## src/rtl/rrtc_pkg.sv

```systemverilog
// Package for the request retry/timeout controller.
// Holds field widths, register indexes, status codes and shared types.
// No dependencies.
package rrtc_pkg;

	// Field widths
	localparam int TIME_W    = 32;
	localparam int LIMIT_W   = 8;
	localparam int STATUS_W  = 2;
	localparam int INDEX_W   = 3;
	localparam int CFG_DATA_W = 32;

	// Attempt counter width; it wraps at 2^ATTEMPT_WIDTH
	localparam int ATTEMPT_WIDTH = 8;
	// Compare width that covers both the counter and the limit register
	localparam int CMP_W = (ATTEMPT_WIDTH > LIMIT_W) ? ATTEMPT_WIDTH : LIMIT_W;

	typedef logic [TIME_W-1:0]        time_ms_t;
	typedef logic [LIMIT_W-1:0]       limit_t;
	typedef logic [ATTEMPT_WIDTH-1:0] attempt_t;
	typedef logic [STATUS_W-1:0]      status_t;
	typedef logic [INDEX_W-1:0]       cfg_index_t;
	typedef logic [CFG_DATA_W-1:0]    cfg_data_t;

	// Result status codes
	localparam status_t STATUS_RUNNING  = 2'd0;
	localparam status_t STATUS_SUCCESS  = 2'd1;
	localparam status_t STATUS_FAILURE  = 2'd2;
	localparam status_t STATUS_RESERVED = 2'd3;

	// Register indexes
	localparam cfg_index_t REG_TIMEOUT        = 3'd0;
	localparam cfg_index_t REG_RESEND_PERIOD  = 3'd1;
	localparam cfg_index_t REG_MAX_ATTEMPTS   = 3'd2;
	localparam cfg_index_t REG_RESEND_ENABLE  = 3'd3;
	localparam cfg_index_t REG_SUCCESS_ENABLE = 3'd4;

	// Register reset values
	localparam time_ms_t RST_TIMEOUT        = 32'd1000;
	localparam time_ms_t RST_RESEND_PERIOD  = 32'd100;
	localparam limit_t   RST_MAX_ATTEMPTS   = 8'd3;
	localparam logic     RST_RESEND_ENABLE  = 1'b0;
	localparam logic     RST_SUCCESS_ENABLE = 1'b1;

	// Configuration register set
	typedef struct packed {
		time_ms_t timeout_ms;
		time_ms_t resend_period_ms;
		limit_t   max_attempts;
		logic     resend_enable;
		logic     success_check_enable;
	} cfg_t;

	// Engine status toward the top level
	typedef struct packed {
		logic s1_valid;   // item held in the input register
		logic advance;    // input register moves to the result register
		logic waiting;    // an attempt is in flight
		logic count_zero; // attempt counter is clear
		logic done;       // item being processed ends the request
	} eng_st_t;

	// Wrap-aware "now is at or past start + delay"
	function automatic logic elapsed(time_ms_t now, time_ms_t start, time_ms_t delay);
		time_ms_t diff;
		diff = now - (start + delay);
		return ~diff[TIME_W-1];
	endfunction

endpackage

```

## src/rtl/rrtc_if.sv

```systemverilog
// Channel interfaces of the request retry/timeout controller: poll input,
// result output and configuration write. Depends on rrtc_pkg.

interface rrtc_poll_if import rrtc_pkg::*; ();
	logic     valid;
	logic     ready;
	time_ms_t now_ms;
	logic     no_response_yet;
	logic     response_ok;

	modport source (output valid, output now_ms, output no_response_yet,
		output response_ok, input ready);
	modport sink (input valid, input now_ms, input no_response_yet,
		input response_ok, output ready);
endinterface

interface rrtc_result_if import rrtc_pkg::*; ();
	logic    valid;
	logic    ready;
	logic    send_request;
	status_t status;

	modport source (output valid, output send_request, output status, input ready);
	modport sink (input valid, input send_request, input status, output ready);
endinterface

interface rrtc_cfg_if import rrtc_pkg::*; ();
	logic       valid;
	logic       ready;
	cfg_index_t index;
	cfg_data_t  data;

	modport source (output valid, output index, output data, input ready);
	modport sink (input valid, input index, input data, output ready);
endinterface

```

## src/rtl/request_retry_timeout_controller.sv

```systemverilog
// Request retry/timeout controller, top level.
// A transferred poll sits in the input register, then in the result register.
// Throughput: one poll per cycle while results are taken; the input and result
// registers decouple the sides: one more poll is taken while a result is held.
// Reset (arst_n low): registers return to 1000/100/3/0/1, the block is idle
// with a cleared attempt count, and both pipeline registers are empty.
module request_retry_timeout_controller import rrtc_pkg::*; (
	input  logic          clk,
	input  logic          arst_n,
	rrtc_poll_if.sink     poll,
	rrtc_result_if.source result,
	rrtc_cfg_if.sink      cfg
);

	cfg_t    regs;
	eng_st_t st;

	rrtc_cfg_regs u_cfg_regs (
		.clk    (clk),
		.arst_n (arst_n),
		.cfg    (cfg),
		.regs   (regs)
	);

	rrtc_poll_engine u_poll_engine (
		.clk    (clk),
		.arst_n (arst_n),
		.poll   (poll),
		.result (result),
		.regs   (regs),
		.st     (st)
	);

	// A transferred poll lands in the input register
	a_poll_lands: assert property (@(posedge clk) disable iff (!arst_n)
		(poll.valid && poll.ready) |=> st.s1_valid)
		else $error("accepted poll not held in input register");

	// An idle poll that is processed starts an attempt
	a_idle_starts: assert property (@(posedge clk) disable iff (!arst_n)
		(st.advance && !st.waiting) |=> st.waiting)
		else $error("idle poll did not start an attempt");

	// Ending a request goes idle with a cleared count
	a_done_clears: assert property (@(posedge clk) disable iff (!arst_n)
		(st.advance && st.done) |=> (!st.waiting && st.count_zero))
		else $error("finished request left state behind");

	// The reserved status code never leaves the block
	a_status_code: assert property (@(posedge clk) disable iff (!arst_n)
		result.valid |-> (result.status != STATUS_RESERVED))
		else $error("reserved status on result channel");

endmodule

```

## src/rtl/rrtc_cfg_regs.sv

```systemverilog
// Configuration register file of the request retry/timeout controller.
// Depends on rrtc_pkg and rrtc_cfg_if.
module rrtc_cfg_regs import rrtc_pkg::*; (
	input  logic        clk,
	input  logic        arst_n,
	rrtc_cfg_if.sink    cfg,
	output cfg_t        regs
);

	cfg_t regs_q;
	logic wr_en;

	// Writes are always taken
	assign cfg.ready = 1'b1;
	assign wr_en     = cfg.valid;

	// Register decode; unknown indexes are dropped
	always_ff @(posedge clk or negedge arst_n) begin
		if (!arst_n) begin
			regs_q.timeout_ms           <= RST_TIMEOUT;
			regs_q.resend_period_ms     <= RST_RESEND_PERIOD;
			regs_q.max_attempts         <= RST_MAX_ATTEMPTS;
			regs_q.resend_enable        <= RST_RESEND_ENABLE;
			regs_q.success_check_enable <= RST_SUCCESS_ENABLE;
		end else if (wr_en) begin
			unique case (cfg.index)
				REG_TIMEOUT:        regs_q.timeout_ms           <= cfg.data[TIME_W-1:0];
				REG_RESEND_PERIOD:  regs_q.resend_period_ms     <= cfg.data[TIME_W-1:0];
				REG_MAX_ATTEMPTS:   regs_q.max_attempts         <= cfg.data[LIMIT_W-1:0];
				REG_RESEND_ENABLE:  regs_q.resend_enable        <= cfg.data[0];
				REG_SUCCESS_ENABLE: regs_q.success_check_enable <= cfg.data[0];
				default: ;
			endcase
		end
	end

	assign regs = regs_q;

endmodule

```

## src/rtl/rrtc_poll_engine.sv

```systemverilog
// Poll datapath: input register, one pass of retry/timeout logic with the
// attempt state, and the result register. Depends on rrtc_pkg and the
// poll/result interfaces.
module rrtc_poll_engine import rrtc_pkg::*; (
	input  logic          clk,
	input  logic          arst_n,
	rrtc_poll_if.sink     poll,
	rrtc_result_if.source result,
	input  cfg_t          regs,
	output eng_st_t       st
);

	// Input register
	logic     valid_s1;
	time_ms_t now_s1;
	logic     no_resp_s1;
	logic     ok_s1;

	// Result register
	logic     valid_s2;
	logic     send_s2;
	status_t  status_s2;

	// Attempt state
	logic     waiting_q;
	time_ms_t attempt_start_q;
	time_ms_t last_send_q;
	attempt_t attempt_count_q;

	// Next state and result of the item in the input register
	logic     waiting_n;
	time_ms_t attempt_start_n;
	time_ms_t last_send_n;
	attempt_t attempt_count_n;
	logic     send_n;
	status_t  status_n;
	logic     resend_hit;
	logic     success_hit;
	logic     timeout_hit;
	attempt_t count_inc;
	logic     advance;
	logic     s2_free;

	assign s2_free    = !valid_s2 || result.ready;
	assign advance    = valid_s1 && s2_free;
	assign poll.ready = !valid_s1 || advance;

	// Input register: take a transfer whenever the slot frees up
	always_ff @(posedge clk or negedge arst_n) begin
		if (!arst_n) begin
			valid_s1 <= 1'b0;
		end else if (poll.ready) begin
			valid_s1 <= poll.valid;
		end
	end

	always_ff @(posedge clk) begin
		if (poll.valid && poll.ready) begin
			now_s1     <= poll.now_ms;
			no_resp_s1 <= poll.no_response_yet;
			ok_s1      <= poll.response_ok;
		end
	end

	// Time checks against the current attempt
	assign resend_hit = regs.resend_enable && no_resp_s1 &&
		elapsed(now_s1, last_send_q, regs.resend_period_ms) &&
		!elapsed(now_s1, attempt_start_q, regs.timeout_ms - regs.resend_period_ms);
	assign success_hit = regs.success_check_enable && ok_s1;
	assign timeout_hit = elapsed(now_s1, attempt_start_q, regs.timeout_ms);
	assign count_inc   = attempt_count_q + attempt_t'(1);

	// One poll: send when idle, else resend / success / timeout in order
	always_comb begin
		waiting_n       = waiting_q;
		attempt_start_n = attempt_start_q;
		last_send_n     = last_send_q;
		attempt_count_n = attempt_count_q;
		send_n          = 1'b0;
		status_n        = STATUS_RUNNING;
		if (!waiting_q) begin
			send_n          = 1'b1;
			attempt_start_n = now_s1;
			last_send_n     = now_s1;
			waiting_n       = 1'b1;
		end else begin
			if (resend_hit) begin
				send_n      = 1'b1;
				last_send_n = now_s1;
			end
			if (success_hit) begin
				waiting_n       = 1'b0;
				attempt_count_n = '0;
				status_n        = STATUS_SUCCESS;
			end else if (timeout_hit) begin
				waiting_n = 1'b0;
				if (CMP_W'(count_inc) >= CMP_W'(regs.max_attempts)) begin
					attempt_count_n = '0;
					status_n        = STATUS_FAILURE;
				end else begin
					attempt_count_n = count_inc;
				end
			end
		end
	end

	// Attempt state moves with each processed item
	always_ff @(posedge clk or negedge arst_n) begin
		if (!arst_n) begin
			waiting_q       <= 1'b0;
			attempt_start_q <= '0;
			last_send_q     <= '0;
			attempt_count_q <= '0;
		end else if (advance) begin
			waiting_q       <= waiting_n;
			attempt_start_q <= attempt_start_n;
			last_send_q     <= last_send_n;
			attempt_count_q <= attempt_count_n;
		end
	end

	// Result register
	always_ff @(posedge clk or negedge arst_n) begin
		if (!arst_n) begin
			valid_s2 <= 1'b0;
		end else if (s2_free) begin
			valid_s2 <= valid_s1;
		end
	end

	always_ff @(posedge clk) begin
		if (advance) begin
			send_s2   <= send_n;
			status_s2 <= status_n;
		end
	end

	assign result.valid        = valid_s2;
	assign result.send_request = send_s2;
	assign result.status       = status_s2;

	assign st.s1_valid   = valid_s1;
	assign st.advance    = advance;
	assign st.waiting    = waiting_q;
	assign st.count_zero = (attempt_count_q == '0);
	assign st.done       = (status_n != STATUS_RUNNING);

endmodule

```

## src/flat_wrapper.sv

```systemverilog
// flat-port wrapper written by rule: the top's interface ports become plain ports
module request_retry_timeout_controller_flat import rrtc_pkg::*;
  (clk, arst_n, poll_valid, poll_now_ms, poll_no_response_yet, poll_response_ok, poll_ready, result_valid, result_send_request, result_status, result_ready, cfg_valid, cfg_index, cfg_data, cfg_ready);
  rrtc_poll_if poll_i ();
  rrtc_result_if result_i ();
  rrtc_cfg_if cfg_i ();
  input  logic clk;
  input  logic arst_n;
  input wire logic [$bits(poll_i.valid)-1:0] poll_valid;
  input wire logic [$bits(poll_i.now_ms)-1:0] poll_now_ms;
  input wire logic [$bits(poll_i.no_response_yet)-1:0] poll_no_response_yet;
  input wire logic [$bits(poll_i.response_ok)-1:0] poll_response_ok;
  output wire logic [$bits(poll_i.ready)-1:0] poll_ready;
  output wire logic [$bits(result_i.valid)-1:0] result_valid;
  output wire logic [$bits(result_i.send_request)-1:0] result_send_request;
  output wire logic [$bits(result_i.status)-1:0] result_status;
  input wire logic [$bits(result_i.ready)-1:0] result_ready;
  input wire logic [$bits(cfg_i.valid)-1:0] cfg_valid;
  input wire logic [$bits(cfg_i.index)-1:0] cfg_index;
  input wire logic [$bits(cfg_i.data)-1:0] cfg_data;
  output wire logic [$bits(cfg_i.ready)-1:0] cfg_ready;
  assign poll_i.valid = poll_valid;
  assign poll_i.now_ms = poll_now_ms;
  assign poll_i.no_response_yet = poll_no_response_yet;
  assign poll_i.response_ok = poll_response_ok;
  assign poll_ready = poll_i.ready;
  assign result_valid = result_i.valid;
  assign result_send_request = result_i.send_request;
  assign result_status = result_i.status;
  assign result_i.ready = result_ready;
  assign cfg_i.valid = cfg_valid;
  assign cfg_i.index = cfg_index;
  assign cfg_i.data = cfg_data;
  assign cfg_ready = cfg_i.ready;
  request_retry_timeout_controller u_core (.clk(clk), .arst_n(arst_n), .poll(poll_i), .result(result_i), .cfg(cfg_i));
endmodule
```

## config.mk

```make
export PLATFORM = sky130hd
export DESIGN_NAME = request_retry_timeout_controller_flat
export DESIGN_NICKNAME = d
export VERILOG_FILES = /design/src/rtl/rrtc_pkg.sv /design/src/rtl/rrtc_if.sv /design/src/rtl/request_retry_timeout_controller.sv /design/src/rtl/rrtc_cfg_regs.sv /design/src/rtl/rrtc_poll_engine.sv /design/src/flat_wrapper.sv
export SDC_FILE = /design/constraint.sdc
export NUM_CORES = 1
export LEC_CHECK = 0
export BUFFER_PORTS_ARGS = -buffer_cell sky130_fd_sc_hd__buf_2
export CORE_ASPECT_RATIO = 1.75
export CORE_MARGIN = 2
export CORE_UTILIZATION = 61
export CTS_CLUSTER_SIZE = 14
export DETAILED_ROUTE_END_ITERATION = 12
export PLACE_DENSITY = 0.8
export SLEW_MARGIN = 0
export SYNTH_ARGS = -nofsm -noshare
export SYNTH_HDL_FRONTEND = slang
export SYNTH_SLANG_ARGS = --single-unit
```

## constraint.sdc

```tcl
create_clock -name clk -period 4.3 [get_ports clk]
set_input_delay 0.43 -clock clk [delete_from_list [all_inputs] [get_ports clk]]
set_output_delay 0.43 -clock clk [all_outputs]
set_load 0.01 [all_outputs]
```

==> flow_summary.ini, run 1 <==
[critical_path]
critPathKind = reg -> reg
cp_slowest_stage_delay_ps = 500
critPathSlowestCell = fa_1
startpoint = u_core.u_poll_engine.now_s1[29]
cp-end-kind = flop
start_kind = flop
r2r_slack_ps = 210
path_buf_inv = 3
path_delay_family = adder cells
cp_max_fo = 13
crit_path_cell_trace = inv_1 -> fa_1 -> inv_1 -> fa_1 -> ha_1 -> nand4_1 -> nor4_2 -> o21ai_0 -> a211oi_1 -> o41ai_2 -> nand2_1 -> buf_6 -> mux2_2
r2r_end = u_core.u_poll_engine.last_send_q[22]
cp.arrival_ps = 4410
cp.required_ps = 4620
worst_r2r_startpoint = u_core.u_poll_engine.now_s1[29]
reg2reg_depth = 13

[cells_and_area]
diodes = 0
nets = 1327
mostFrequentLayoutCell = inv_1
area_delta_synth_final_pct = 11.5
stdcell_count = 1306
final_cell_mix = 154 x inv_1, 137 x dfrtp_1, 104 x ha_1, 94 x nand2_1, 90 x fa_1
nFillCells = 1324
drive_gt1_share_pct = 19.6

[clocking]
cts-resized-gates = 0
htree_levels = 4
clk_pin_slew_ps = 60
cts_tree = built
clock-root-buffer = clkbuf_16
numCtsBuffers = 17
postCtsSetupRepairBufs = 0
ctsHoldBuffers = 0
clock_path_buffers = 2
clkLatencyLatePin_ps = 440
clock_sinks = 186

[global_route]
antenna_found_initial = 0
grtUsageMet1_pct = 28.6
grtUsageMet3_pct = 4.00
use_met2_pct = 50.3
busiest_layer = met2
grt_max_degree = 98
grt.overflow.total = 0
first_global_vias = 8262
grt_usage_pct = 27.1
grt_pass1_wl_um = 40000

[sta]
min_period_ps = 4090
maxSlewViolCount = 0
hold_viol = 0
clock.fmax_mhz = 244
worstMarginPinSlew_ps = 1060
setup_viol = 0
slew_headroom_pct = 29.0
grt_setup_unrepaired = false
fin_setup_tns_ps = 0
skew_ps = 10.5
fin_crit_sh_pct = 95.1
whs_ps = 88.6

[power_and_ir_drop]
switching_power_uw = 3840
p_seq_share_pct = 28.7
switching_share_pct = 41.4
internal_power_uw = 5440
clkPwrFrac_pct = 16.9
max-vdd-ir-drop_mv = 0.424
share_comb_of_total_power_pct = 54.4
powerDensity_nw_per_um2 = 736
p_leak_uw = 0.00595

[floorplanning]
ios = 80
chipWidth_um = 107
die_y_um = 184
fp-row-count = 65
core_um2 = 18100
start_util_pct = 62.4
dieArea_um2 = 19700

[detailed_routing]
drc = 0
vias = 7434
wirelength_um = 24500
drtIter0Drc = 259
ant_nets = 0
dr.pass1.iters = 5
vias_per_cell = 5.69
post_drt_wl_per_cell_um = 18.7

[yosys]
synthFlopType = dfrtp_1
yosysSeqAreaShare_pct = 42.9
synth_nets = 1242
yosys.cell_types.count = 56
syn_inst = 974
syn_area_per_cell_um2 = 11.6
synth_area_um2 = 11300
ys_async_sr_fraction_pct = 80.1
synth_edf_count = 37
synth_warnings = 0
ys_ff_latch = 186

[place]
gp_congestion = 0.872
placedCellCount = 1274
post-dp-hpwl_um = 18400
portBuffers = 78

[run_status]
outcome = completed

[flow_run]
cap_violations = 0

[min_path]
min_path_type = in -> async
-- cells by family (layout without fill, tap and decap cells) --
logic type	after synthesis	count (layout)	synth area share, %
flops	186	186	42.9
buf+inv	176	274	5.90
mux	76	76	7.44
xor+xnor	13	13	1.01
other cells	1	1	0.0331
simple gates	171	171	7.01
compound gates	157	157	8.31
fa+ha+maj	194	194	27.4
-- sequential cells by signal, summed over array words and instances (netlist names) --
name                                      count
u_core.u_cfg_regs.regs                       74
u_core.u_poll_engine.now_s1                  32
u_core.u_poll_engine.result.valid             1
u_core.u_poll_engine.no_resp_s1               1
u_core.u_poll_engine.result.status            2
u_core.u_poll_engine.valid_s1                 1
u_core.u_poll_engine.attempt_start_q         32
u_core.u_poll_engine.last_send_q             32
u_core.u_poll_engine.ok_s1                    1
u_core.u_poll_engine.waiting_q                1
u_core.u_poll_engine.attempt_count_q          8
u_core.u_poll_engine.result.send_request      1
-- layer usage --
| metal | up-vias | routed length, µm |
|---|---|---|
| met2 | 164 | 13700 |
| met4 | 0 | 1360 |
| met5 | - | 0 |
| met3 | 78 | 722 |
| met1 | 3748 | 8700 |
| li1 | 3444 | - |
-- power groups by stage --
stage	clock, µW	sequential, µW	combinational, µW
after CTS	1590	2670	5060
after global placement	0	2670	4730
after detailed placement	0	2700	4960
after global routing	1660	2720	5750
final	1570	2670	5050
after floorplan	0	2600	3620
-- cell usage after synthesis (2+ instances only) --
library cell | count | area (µm²)
o211ai_1 | 2 | 15.0
clkbuf_1 | 16 | 60.1
a211o_1 | 2 | 17.5
o21ai_0 | 76 | 380
inv_1 | 154 | 578
nand2_1 | 94 | 353
xnor2_1 | 8 | 70.1
buf_2 | 3 | 15.0
nor4_1 | 2 | 12.5
a22o_1 | 5 | 43.8
a211oi_1 | 6 | 45.0
nand3_1 | 15 | 75.1
a21o_1 | 9 | 67.6
buf_1 | 2 | 7.51
and3_1 | 4 | 25.0
edfxtp_1 | 37 | 1110
nor2_1 | 16 | 60.1
ha_1 | 104 | 1300
dfstp_2 | 12 | 315
nor2b_1 | 2 | 12.5
mux2i_1 | 11 | 110
a21oi_1 | 39 | 195
mux2_2 | 65 | 732
nand2b_1 | 6 | 37.5
xor2_1 | 5 | 43.8
nor3_1 | 3 | 15.0
and2_1 | 5 | 31.3
a221oi_1 | 3 | 26.3
dfrtp_1 | 137 | 3430
o21a_1 | 2 | 15.0
fa_1 | 90 | 1800
nand4_1 | 15 | 93.8
-- through the flow --
stage	instance area, µm²	power, µW	util, %	worst slack, ps
2_1_floorplan	11300	6220	-	585
3_3_place_gp	12000	7400	66.3	123
3_5_place_dp	12000	7660	66.3	174
4_1_cts	12600	9320	69.5	116
5_1_grt	12600	10100	69.6	26.0
6_report	12600	9290	69.6	209
-- worst max-delay path by stage --
| stage | end | slack (ps) | cells after the start |
|---|---|---|---|
| 6_report | u_core.u_poll_engine.last_send_q[22] | 210 | 13 |
| 5_1_grt | u_core.u_poll_engine.last_send_q[31] | 30 | 13 |
| 4_1_cts | u_core.u_poll_engine.last_send_q[22] | 120 | 13 |
| 3_5_place_dp | u_core.u_poll_engine.last_send_q[22] | 170 | 13 |
| 3_3_place_gp | u_core.u_poll_engine.last_send_q[22] | 120 | 11 |
| 2_1_floorplan | u_core.u_poll_engine.last_send_q[10] | 580 | 14 |
-- cell type report --
cell class / count / area (µm²) / share of cell area, %
clock buffer: 18 / 439 / 3.48
clock inverter: 14 / 148 / 1.17
inverter: 154 / 578 / 4.58
multi-input combinational: 612 / 5820 / 46.1
sequential: 186 / 4850 / 38.5
tap: 234 / 293 / 2.32
timing repair buffer: 88 / 488 / 3.87
-- worst reg2reg max path, stage by stage (launching register included) --
cell and delay [ps]:
edfxtp_1 420, inv_1 110, fa_1 500, inv_1 60, fa_1 460, ha_1 360
nand4_1 250, nor4_2 440, o21ai_0 190, a211oi_1 340, o41ai_2 110, nand2_1 170
buf_6 220, mux2_2 360
(Power assumes the default switching activity.)
==> run 2, diff against run 1 <==
Settings changed: ABC_AREA set to 1, CORE_UTILIZATION 61 to 62, PLACE_DENSITY 0.8 to 0.81.
==> run 2 against run 1 <==
Compared with the run above: sequential cell count did not move; sequential power barely moved; worst setup slack improved by 400 ps; synthesized area rose by 3.5%; die area rose by 1.8%; hold slack improved by 2.4 ps; largest cell class unchanged; largest power group unchanged; highest routed layer unchanged.
==> flow_summary.ini, run 2 <==
[global_route]
grtUsageMet3_pct = 4.03
antenna_found_initial = 0
grt_max_degree = 100
use_met2_pct = 51.5
busiest_layer = met2
grt_pass1_wl_um = 42600
first_global_vias = 9301
grt_usage_pct = 27.7
grt.overflow.total = 0
grtUsageMet1_pct = 29.9

[cells_and_area]
diodes = 0
largest_reg_flops = 74
area_delta_synth_final_pct = 10.3
final_cell_mix = 303 x nand2_1, 230 x inv_1, 137 x dfrtp_1, 104 x ha_1, 95 x o21ai_0
mostFrequentLayoutCell = nand2_1
drive_gt1_share_pct = 10.3
nFillCells = 1431
nets = 1600

[clocking]
ctsHoldBuffers = 0
clock-root-buffer = clkbuf_16
postCtsSetupRepairBufs = 0
clk_pin_slew_ps = 70
clkLatencyLatePin_ps = 450
clock_path_buffers = 2
cts-resized-gates = 0
numCtsBuffers = 17
cts_tree = built
htree_levels = 4
clock_sinks = 186

[sta]
clock.fmax_mhz = 271
skew_ps = 8.72
whs_ps = 91.0
worstMarginPinSlew_ps = 1190
slew_headroom_pct = 20.3
fin_crit_sh_pct = 85.7
min_period_ps = 3690
maxSlewViolCount = 0
setup_viol = 0
hold_viol = 0
grt_setup_unrepaired = false
fin_setup_tns_ps = 0

[power_and_ir_drop]
max-vdd-ir-drop_mv = 0.374
powerDensity_nw_per_um2 = 699
p_leak_uw = 0.00672

[critical_path]
cp_slowest_stage_delay_ps = 610
critPathKind = reg -> reg
crit_path_frequent_cell = nand2_1
cp.arrival_ps = 4020
cp-end-kind = flop
cp.required_ps = 4630
cp_max_fo = 32
critPathSlowestCell = fa_1
crit_path_cell_trace = fa_1 -> fa_1 -> ha_1 -> nand2_1 -> inv_1 -> nand3_1 -> nor3_1 -> nor2b_1 -> nand2_1 -> nand2_1 -> nand2_1 -> nand2_1 -> nand3_2 -> nand2_4 -> nand2_4 -> nand2_1 -> nand2_1
r2r_slack_ps = 610
start_kind = flop

[yosys]
ys_ff_latch = 186
yosys.area.top_type = dfrtp_1
synth_nets = 1524
synth_common_cells = 305 x nand2_1, 230 x inv_1, 137 x dfrtp_1, 104 x ha_1, 95 x o21ai_0
yosysSeqAreaShare_pct = 41.4
yosys.cell_types.count = 32
synthFlopType = dfrtp_1
ys_async_sr_fraction_pct = 80.1
synthTopCellsByArea = dfrtp_1 29%, fa_1 15%, ha_1 11%, nand2_1 9.8%, edfxtp_1 9.5%
synth_edf_count = 37
syn_inst = 1256
syn_area_per_cell_um2 = 9.33
synth_top_area_share_pct = 29.3
yosysMostFrequentCell = nand2_1
synth_warnings = 0
synth_area_um2 = 11700

[floorplanning]
ios = 80
core_um2 = 18600
fp-row-count = 66
chipWidth_um = 108
dieArea_um2 = 20100
die_y_um = 186
start_util_pct = 63.1

[detailed_routing]
drc = 0
drtIter0Drc = 475
vias_per_cell = 5.38
vias = 8519
post_drt_wl_per_cell_um = 16.0
dr.pass1.iters = 5
wirelength_um = 25300
ant_nets = 0

[min_path]
min_path_type = in -> async

[flow_run]
cap_violations = 0

[place]
gp_congestion = 0.879
post-dp-hpwl_um = 18700
portBuffers = 78

[run_status]
outcome = completed
[run 2: cell count changes in the layout (fill, tap and decap cells not counted), sizes merged, moves of 19 or more]
cell   change
inv       +76
mux2      -64
nand2    +214
nand3     +45
nor2      +42
o21ai     +19
[run 2: layout make-up]
type                    instances  area, µm²  area share [%]
inverters                     231        867            6.71
multi-input cells             810       5860            45.3
clock inverters                11        119           0.920
repair buffers                 86        457            3.53
flip-flops and latches        186       4850            37.6
well taps                     238        298            2.30
clock buffers                  21        470            3.64
[run 2: per-stage QoR]
stage / worst slack [ps] / cell area [µm²] / util (%) / cells / total power [µW]
floorplan: 1330 / 11700 / - / 1256 / 6080
global placement: 711 / 12300 / 66.4 / 1551 / 7080
detailed placement: 610 / 12300 / 66.4 / 1551 / 7380
CTS: 581 / 12900 / 69.6 / 1583 / 9070
global route: 340 / 12900 / 69.6 / 1583 / 9970
finish: 614 / 12900 / 69.6 / 1583 / 9030
[run 2: logic make-up after synthesis]
logic type                 count (synthesis)  share of synthesized area, %
and+or+nand+nor                          445                          15.5
buffers and inverters                    260                          8.65
adders and majority gates                194                          26.5
DFF                                      186                          41.4
AOI/OAI and AO/OA                        157                          6.88
xor gates and xnor gates                  12                         0.897
other                                      1                        0.0320
muxes                                      1                        0.0961
[run 2: worst paths after layout]
| path | startpoint | to | cells after the start |
|---|---|---|---|
| max | u_core.u_poll_engine.now_s1[26] | u_core.u_poll_engine.last_send_q[30] | 17 |
| min | arst_n | u_core.u_cfg_regs.regs[52] | 1 |
| max reg2reg | u_core.u_poll_engine.now_s1[26] | u_core.u_poll_engine.last_send_q[30] | 17 |
| min reg2reg | u_core.u_poll_engine.last_send_q[4] | u_core.u_poll_engine.last_send_q[4] | 2 |
| max in group asynchronous | arst_n | u_core.u_cfg_regs.regs[45] | 2 |
| min in group clk | poll_now_ms[15] | u_core.u_poll_engine.now_s1[15] | 1 |
[run 2: critical path: cells and delay by family (launching register included)]
family	cells	cell delay, ps
adders and majority gates	3	1370
buffers and inverters	1	60
DFF	1	490
and+or+nand+nor	13	1640
[run 2: per-layer routing]
layer	wire length [µm]	up-vias
met2	14200	202
met4	1160	0
met3	780	89
met5	0	-
li1	-	4075
met1	9250	4153
[run 2: report_power, final]
group | switching [µW] | internal (µW)
Combinational | 2860 | 1940
Sequential | 356 | 2290
Clock | 689 | 899
==> run 3, diff against run 2 <==
Settings changed: CORE_UTILIZATION 62 to 65, PLACE_DENSITY 0.81 to 0.85.
Clock period 4.3 ns to 4.4 ns, I/O delays scaled along.
==> run 3 against run 2 <==
Compared with the run above: the flow now finishes with violations (negative hold slack); worst setup slack gained 57 ps; wire length grew 2.3%; design area shrank 0.15%; combinational power shrank 1%; fmax shrank 1.2%; sequential power shrank 2%; clock-buffer cell count shrank 3; sequential cell count is the same; cell count shrank 0.25%; via count grew 0.72%; die area shrank 4.5%; critical path depth is the same.
==> flow_summary.ini, run 3 (same netlist as run 2, synthesis figures left out) <==
[global_route]
first_global_vias = 9366
busiest_layer = met2
antenna_found_initial = 0
grtUsageMet1_pct = 32.0
grt_pass1_wl_um = 43700
use_met2_pct = 54.7
grtUsageMet3_pct = 4.81
grt.overflow.total = 0
grt_usage_pct = 29.4
grt_max_degree = 72

[cells_and_area]
nFillCells = 1241
final_cell_area_um2 = 12900
multi_input_area_um2 = 5860
drive_gt1_share_pct = 10.4
seqCellArea_um2 = 4850
diodes = 0
stdcell_count = 1579
largest_reg_flops = 74
final_cell_mix = 303 x nand2_1, 230 x inv_1, 137 x dfrtp_1, 104 x ha_1, 95 x o21ai_0
area_delta_synth_final_pct = 10.1
nets = 1600
mostFrequentLayoutCell = nand2_1

[sta]
whs_ps = -0.923
skew_ps = 10.5
hold_viol = 1
fin_setup_tns_ps = 0
setup_viol = 0
fin_crit_sh_pct = 84.8
min_period_ps = 3730
worstMarginPinSlew_ps = 719
slew_headroom_pct = 51.9
clock.fmax_mhz = 268
grt_setup_unrepaired = false
maxSlewViolCount = 0

[detailed_routing]
post_drt_wl_per_cell_um = 16.4
drc = 0
vias = 8580
ant_nets = 0
vias_per_cell = 5.43
drtIter0Drc = 516
wirelength_um = 25900
dr.pass1.iters = 6

[floorplanning]
dieArea_um2 = 19200
ios = 80
chipWidth_um = 105
fp-row-count = 65
core_um2 = 17800
start_util_pct = 65.8
die_y_um = 182

[clocking]
cts-resized-gates = 0
htree_levels = 4
cts_tree = built
postCtsSetupRepairBufs = 0
clk_pin_slew_ps = 70
ctsHoldBuffers = 0
clock-root-buffer = clkbuf_16
clkLatencyLatePin_ps = 450
numCtsBuffers = 17
clock_path_buffers = 2
clock_sinks = 186

[min_path]
min_path_type = in -> async

[power_and_ir_drop]
max-vdd-ir-drop_mv = 0.464
powerDensity_nw_per_um2 = 687
p_leak_uw = 0.00672

[run_status]
outcome = finished, violations left
violations = negative hold slack

[critical_path]
cp.required_ps = 4740
cp-end-kind = flop
cp_max_fo = 32
cp.arrival_ps = 4070
start_kind = flop
critPathKind = reg -> reg

[flow_run]
cap_violations = 0

[place]
post-dp-hpwl_um = 19100
post_dp_cell_area_um2 = 12300
gp_congestion = 0.870
placedCellCount = 1547
portBuffers = 78
run 3: changes by cell type in the layout (fill, tap and decap cells not counted), sizes merged:
cell,previous run,this run
clkbuf,21,18
inv,232,234
clkinv,5,6
run 3: final timing paths:
| kind | start | endpoint | cells after the start | slack, ps |
|---|---|---|---|---|
| worst max-delay path | u_core.u_poll_engine.now_s1[28] | u_core.u_poll_engine.last_send_q[5] | 17 | 670 |
| worst min-delay path | arst_n | u_core.u_cfg_regs.regs[20] | 1 | -0.9 |
| worst max register to register | u_core.u_poll_engine.now_s1[28] | u_core.u_poll_engine.last_send_q[5] | 17 | 670 |
| worst min register to register | u_core.u_poll_engine.last_send_q[12] | u_core.u_poll_engine.last_send_q[12] | 2 | 470 |
| max in group asynchronous | arst_n | u_core.u_cfg_regs.regs[38] | 2 | 3390 |
| min in group clk | poll_now_ms[15] | u_core.u_poll_engine.now_s1[15] | 1 | 160 |
run 3: worst max-delay path, stage by stage (launching register included):
cell      delay, ps
edfxtp_1        460
inv_1           130
fa_1            460
fa_1            530
inv_1            60
ha_1            290
nand2_1          80
nor3_1          410
nor2b_1         180
nand2_1          70
nand2_1          60
nand2_1          50
nand2_1          70
nand3_2          80
nand2_4         190
nand2_4         280
nand2_1         160
nand2_1          70
run 3: layout make-up:
cell class | instances | share of cell area [%]
inverter | 231 | 6.72
clock inverter | 14 | 1.13
clock buffer | 18 | 3.33
timing repair buffer | 86 | 3.54
multi-input combinational | 810 | 45.4
tap | 234 | 2.27
sequential | 186 | 37.6
run 3: stage by stage:
step / util [%] / hold WS, ps / total power, µW / worst slack [ps]
2_1_floorplan: - / 144 / 5940 / 1430
3_3_place_gp: 69.2 / 455 / 6900 / 803
3_5_place_dp: 69.2 / 458 / 7250 / 692
4_1_cts: 72.5 / 21.3 / 8890 / 677
5_1_grt: 72.5 / 56.1 / 9750 / 435
6_report: 72.5 / -0.923 / 8870 / 670
run 3: power by group:
| group | total (µW) | switching, µW | leakage, µW | internal [µW] |
|---|---|---|---|---|
| clock | 1530 | 690 | 0.000277 | 838 |
| sequential | 2590 | 353 | 0.00218 | 2230 |
| combinational | 4750 | 2850 | 0.00426 | 1900 |
| total | 8870 | 3900 | 0.00672 | 4970 |
run 3: per-layer routing:
layer  wire length [µm]  part of all wire (%)
met5                  0                     0
met4               1200                   4.6
met3               1030                   4.0
met2              14500                    56
met1               9230                    36
